File: src/rtl/core/isuc_pkg.sv
package isuc_pkg;

   localparam int SET_DEPTH = 256;
   localparam int ADDR_W    = (SET_DEPTH > 1) ? $clog2(SET_DEPTH) : 1;
   localparam int COUNT_W   = $clog2(SET_DEPTH + 1);
   localparam int VALUE_W   = 32;
   localparam int OUT_CNT_W = 9;

   typedef enum logic [1:0] {
      ACT_CLEAR = 2'd0,
      ACT_ADD   = 2'd1,
      ACT_TEST  = 2'd2
   } action_type;

   typedef enum logic [1:0] {
      ST_IDLE,
      ST_SCAN,
      ST_DONE
   } state_type;

   typedef struct packed {
      logic               wr_en;
      logic [ADDR_W-1:0]  wr_addr;
      logic [VALUE_W-1:0] wr_data;
      logic               rd_en;
      logic [ADDR_W-1:0]  rd_addr;
   } mem_req_type;

   typedef struct packed {
      logic                 found;
      logic                 stored_new;
      logic                 store_full;
      logic                 run_done;
      logic                 subset;
      logic [OUT_CNT_W-1:0] stored_count;
   } res_type;

endpackage

File: src/rtl/core/isuc_ctrl.sv
module isuc_ctrl import isuc_pkg::*; (
   input  logic                      clock,
   input  logic                      reset,
   input  logic                      req_valid,
   output logic                      req_stall,
   input  logic [1:0]                req_action,
   input  logic signed [VALUE_W-1:0] req_value,
   input  logic                      req_last_in_run,
   output mem_req_type               mem_req,
   input  logic [VALUE_W-1:0]        rd_data,
   output logic                      res_valid,
   input  logic                      res_stall,
   output res_type                   res
);

   state_type          state_ff, state_in;
   logic [1:0]         action_ff, action_in;
   logic [VALUE_W-1:0] value_ff, value_in;
   logic               last_ff, last_in;
   logic [COUNT_W-1:0] count_ff, count_in;
   logic [COUNT_W-1:0] idx_ff, idx_in;
   logic               pending_ff, pending_in;
   logic               found_ff, found_in;
   logic               run_ff, run_in;
   logic               accept;
   logic               hit;
   logic               issue;
   logic               scan_op;

   assign accept    = req_valid && !req_stall;
   assign req_stall = (state_ff != ST_IDLE);
   assign hit       = (state_ff == ST_SCAN) && pending_ff && (rd_data == value_ff);
   assign issue     = (state_ff == ST_SCAN) && (idx_ff < count_ff) && !hit;
   assign scan_op   = (req_action == ACT_ADD) || (req_action == ACT_TEST);

   always_comb begin
      state_in = state_ff;
      case (state_ff)
         ST_IDLE: begin
            if (accept) begin
               state_in = (scan_op && count_ff != '0) ? ST_SCAN : ST_DONE;
            end
         end
         ST_SCAN: begin
            if (hit || (!issue && !pending_ff)) begin
               state_in = ST_DONE;
            end
         end
         ST_DONE: begin
            if (!res_stall) begin
               state_in = ST_IDLE;
            end
         end
         default: state_in = ST_IDLE;
      endcase
   end

   always_comb begin
      action_in  = action_ff;
      value_in   = value_ff;
      last_in    = last_ff;
      idx_in     = idx_ff;
      pending_in = 1'b0;
      found_in   = found_ff;
      count_in   = count_ff;
      run_in     = run_ff;
      mem_req    = '0;
      res_valid  = 1'b0;
      res        = '0;
      mem_req.rd_addr = idx_ff[ADDR_W-1:0];
      mem_req.wr_addr = count_ff[ADDR_W-1:0];
      mem_req.wr_data = value_ff;

      if (accept) begin
         action_in = req_action;
         value_in  = $unsigned(req_value);
         last_in   = req_last_in_run;
         idx_in    = '0;
         found_in  = 1'b0;
      end

      if (issue) begin
         mem_req.rd_en = 1'b1;
         idx_in        = idx_ff + 1'b1;
         pending_in    = 1'b1;
      end
      if (hit) begin
         found_in = 1'b1;
      end

      if (state_ff == ST_DONE) begin
         res_valid = 1'b1;
         case (action_ff)
            ACT_CLEAR: begin
               count_in = '0;
               run_in   = 1'b1;
            end
            ACT_ADD: begin
               res.found = found_ff;
               if (!found_ff) begin
                  if (count_ff < COUNT_W'(SET_DEPTH)) begin
                     mem_req.wr_en  = !res_stall;
                     count_in       = count_ff + 1'b1;
                     res.stored_new = 1'b1;
                  end else begin
                     res.store_full = 1'b1;
                  end
               end
            end
            ACT_TEST: begin
               res.found    = found_ff;
               res.subset   = run_ff && found_ff;
               res.run_done = last_ff;
               run_in       = last_ff ? 1'b1 : (run_ff && found_ff);
            end
            default: ;
         endcase
         res.stored_count = OUT_CNT_W'(count_in);
         if (res_stall) begin
            count_in = count_ff;
            run_in   = run_ff;
         end
      end
   end

   always_ff @(posedge clock) begin
      if (reset) begin
         state_ff   <= ST_IDLE;
         count_ff   <= '0;
         run_ff     <= 1'b1;
         pending_ff <= 1'b0;
      end else begin
         state_ff   <= state_in;
         count_ff   <= count_in;
         run_ff     <= run_in;
         pending_ff <= pending_in;
      end
   end

   always_ff @(posedge clock) begin
      action_ff <= action_in;
      value_ff  <= value_in;
      last_ff   <= last_in;
      idx_ff    <= idx_in;
      found_ff  <= found_in;
   end

   a_count_bound: assert property (@(posedge clock) disable iff (reset)
      count_ff <= COUNT_W'(SET_DEPTH))
      else $error("element count beyond depth");

   a_write_not_found: assert property (@(posedge clock) disable iff (reset)
      mem_req.wr_en |-> (state_ff == ST_DONE) && !found_ff && (action_ff == ACT_ADD))
      else $error("store written outside a fresh add");

   a_hit_finishes: assert property (@(posedge clock) disable iff (reset)
      hit |=> state_ff == ST_DONE)
      else $error("match did not end the scan");

   a_res_to_idle: assert property (@(posedge clock) disable iff (reset)
      (res_valid && !res_stall) |=> state_ff == ST_IDLE)
      else $error("result taken but block not idle");

endmodule

File: config.mk
export PLATFORM = sky130hd
export DESIGN_NAME = isuc_ctrl
export DESIGN_NICKNAME = d
export VERILOG_FILES = /design/src/rtl/core/isuc_pkg.sv /design/src/rtl/core/isuc_ctrl.sv
export SDC_FILE = /design/constraint.sdc
export NUM_CORES = 1
export LEC_CHECK = 0
export ABC_AREA = 0
export BUFFER_PORTS_ARGS = -buffer_cell sky130_fd_sc_hd__buf_2
export CAP_MARGIN = 20
export CORE_UTILIZATION = 30
export CTS_CLUSTER_DIAMETER = 200
export DETAILED_ROUTE_END_ITERATION = 10
export PLACE_DENSITY = 0.53
export SETUP_SLACK_MARGIN = 0.05
export SYNTH_ARGS = -nofsm -noshare
export SYNTH_HDL_FRONTEND = slang
export SYNTH_SLANG_ARGS = --single-unit
File: constraint.sdc
create_clock -name clock -period 3.54 [get_ports clock]
set_clock_uncertainty 0.15 [all_clocks]
set_input_delay 0.354 -clock clock [delete_from_list [all_inputs] [get_ports clock]]
set_output_delay 0.354 -clock clock [all_outputs]
set_load 0.01 [all_outputs]
==> flow_metrics.tcl <==
set metrics [dict create \
    cpMostUsedCell "a21o_1" \
    cts_setup_buffers 0 \
    r2r_slack_ns 0.92 \
    holdWs_ns 0.0306 \
    fin_tns_setup_ns 0 \
    path_depth 8 \
    die_h_um 107 \
    rows 38 \
    wl_per_cell_um 14.7 \
    synth.area.top_cells "edfxtp_1, xor2_1, dfxtp_1" \
    fin_ws_ns 0.637 \
    pre_cts_ws_ns 0.918 \
    synthCells 310 \
    synth_cell_types 45 \
    critPathMaxStageDelay_ns 0.40 \
    syn2layout_area_growth_pct 27.5 \
    io_pins 137 \
    startpoint "count_ff[6]" \
    ant_nets 0 \
    port_buffers 136 \
    synth_area_mm2 0.00331 \
    drv_slew 0 \
    period_needed_ns 2.90 \
    finalHoldViolCount 0 \
    first_global_vias 2827 \
    rsz0062_at_grt "no" \
    synth-seq-cells 58 \
    post-place-cells 565 \
    critical_path_class "reg -> out" \
    cellLeakagePower_nw 1.79 \
    globalplace.congestion 0.796 \
    fillers 1076 \
    clkTransAtPathRegs_ns 0.07 \
    chipWidth_um 107 \
    synth_area_leader_cell "edfxtp_1" \
    insertion_delay_ns 0.34 \
    holdCritPathClass "in -> reg" \
    period_share_pct 82.0 \
    core_mm2 0.0108 \
    finalSetupViolCount 0 \
    antenna_found_initial 0 \
    cp_slowest_cell "dfxtp_1" \
    cp.buffers_inverters 2 \
    ys_seq_area_share_pct 48.3 \
    grt.total_usage_pct 15.9 \
    grt_max_degree 36 \
    cts_tree "yes" \
    layout-drive-gt1-share_pct 37.6 \
    path_cells "inv_1 > ha_1 > a21o_1 > a21o_1 > a2111oi_4 > nand2_2 > nor2_1 > buf_2" \
    multiInputGateArea_mm2 0.00147 \
    cp-start-kind "flip-flop" \
    max_freq_mhz 345 \
    vias 2736 \
    r2r_cells 8 \
    htree_num_levels 3 \
    max-slew-margin-rel_pct 64.2 \
    end_kind "primary output" \
    grt_pass1_wl_um 13800 \
    syn-num-nets 395 \
    ir_drop_v 0.000299 \
    first_pass_iters 4 \
    vias_per_cell 4.71 \
    crit_family "compound AO/OA/AOI/OAI gates" \
    status "complete, no violations" \
    initial_core_util_pct 30.7 \
    worstPathMaxFanout 13 \
    rr_endpoint "idx_ff[3]" \
    ctsRootBufferMaster "clkbuf_8" \
    cts_buffers 9 \
    drt_iter0_markers 89 \
    hpwl_um 6690 \
    synth_ff_type "edfxtp_1" \
    register_area_mm2 0.00160 \
    required_ns 3.04 \
    grt_remaining_overflow 0 \
    synth-async-reset-ratio_pct 0 \
    fin_nets 521 \
    n_antenna_cell 0 \
    cp.arrival_ns 2.40 \
    dieArea_mm2 0.0115 \
    power_density_mw_per_mm2 515 \
    drt-total-wl_um 8550 \
    drcViolationCount 0 \
    drv_cap 0 \
    ys_warn_count 0 \
    ctsLongestPathBuffers 2 \
    final-instance-count-excl-fill 581 \
    synth_edf_count 44 \
    synth_top_area_share_pct 39.9 \
    reg2reg_from "count_ff[6]" \
    cp-endpoint "mem_req[8]" \
    hold_buffers 0 \
    synth.avg_cell_area_um2 10.7 \
    cts_resized 0 \
    cts.sinks 58 \
    worstMarginPinSlew_ns 0.538 \
]
## registers in the layout, indices dropped and copies added, names as in the netlist, 2 cells and up
register,flops
value_ff,32
count_ff,9
idx_ff,9
action_ff,2
state_ff,2
## worst register-to-register path: stages (launching register included)
cell       delay [ns]
dfxtp_1          0.40
inv_1            0.10
ha_1             0.29
a21o_1           0.16
a21o_1           0.20
a2111oi_4        0.38
nand2_2          0.24
o21ai_0          0.21
buf_4            0.20
## final cells by class
class	instances	area share (%)
clock buffer	10	3.02
clock inverter	6	1.92
inverter	15	1.33
multi-input combinational	212	34.9
sequential	58	37.9
tap	140	4.14
timing repair buffer	140	16.8
## logic make-up after synthesis
| family | after synthesis | synth area share [%] |
|---|---|---|
| AOI/OAI and AO/OA | 40 | 8.38 |
| xor gates and xnor gates | 40 | 10.6 |
| adders and majority gates | 14 | 5.29 |
| buffers and inverters | 40 | 7.21 |
| DFF | 58 | 48.3 |
| muxes | 2 | 0.604 |
| and+or+nand+nor | 116 | 19.6 |
## through the flow
step | total power [mW] | area, um^2 | utilization [%]
finish | 2.18 | 4230 | 39.2
detailed placement | 1.54 | 4020 | 37.2
global placement | 1.53 | 4020 | 37.2
floorplan | 1.32 | 3310 | -
global route | 2.32 | 4230 | 39.2
CTS | 2.22 | 4230 | 39.2
## metal layers
layer / part of all wire [%] / vias up / routed length (um) / global-route usage [%]
met5: 0 / - / 0 / 0
met4: 1.1 / 0 / 92 / 5.28
met3: 8.1 / 8 / 693 / 5.90
met2: 48 / 111 / 4140 / 27.0
met1: 42 / 1254 / 3630 / 18.5
li1: - / 1363 / - / -
## cell usage in the layout (no fill, tap or decap), types with 3 or more instances in the layout
cell type,instances
nand2_1,18
nand4_1,6
a311oi_1,3
nor2_1,23
a21oi_1,14
buf_2,136
nand3_1,12
nor3_1,17
clkbuf_8,9
inv_1,15
o21ai_0,5
xor2_1,36
a211oi_1,5
and3_1,4
ha_1,14
xnor2_1,4
dfxtp_1,14
nor2b_1,4
edfxtp_1,44
nor4_1,12
a21o_1,4
buf_4,4
or2_2,3
## worst min-delay path by stage
stage / from / endpoint / slack [ns] / cells past startpoint
CTS: req_value[12] / value_ff[12] / 0.01 / 1
detailed placement: run_ff / run_ff / 0.37 / 2
finish: req_value[12] / value_ff[12] / 0.03 / 1
global placement: run_ff / run_ff / 0.35 / 2
global route: req_value[12] / value_ff[12] / 0.003 / 1
floorplan: reset / count_ff[2] / 0.28 / 1
## where the power goes
part | switching [mW] | internal (mW)
registers | 0.0867 | 0.856
logic | 0.343 | 0.221
clock network | 0.280 | 0.392
## Yosys cell counts (12+ instances only)
library cell / number
nor2_1: 23
a21oi_1: 14
nand3_1: 12
nor3_1: 17
nor4_1: 12
dfxtp_1: 14
nand2_1: 18
ha_1: 14
xor2_1: 36
edfxtp_1: 44
inv_1: 15
buf_4: 17
No activity file was read; power rests on OpenSTA's default activity.
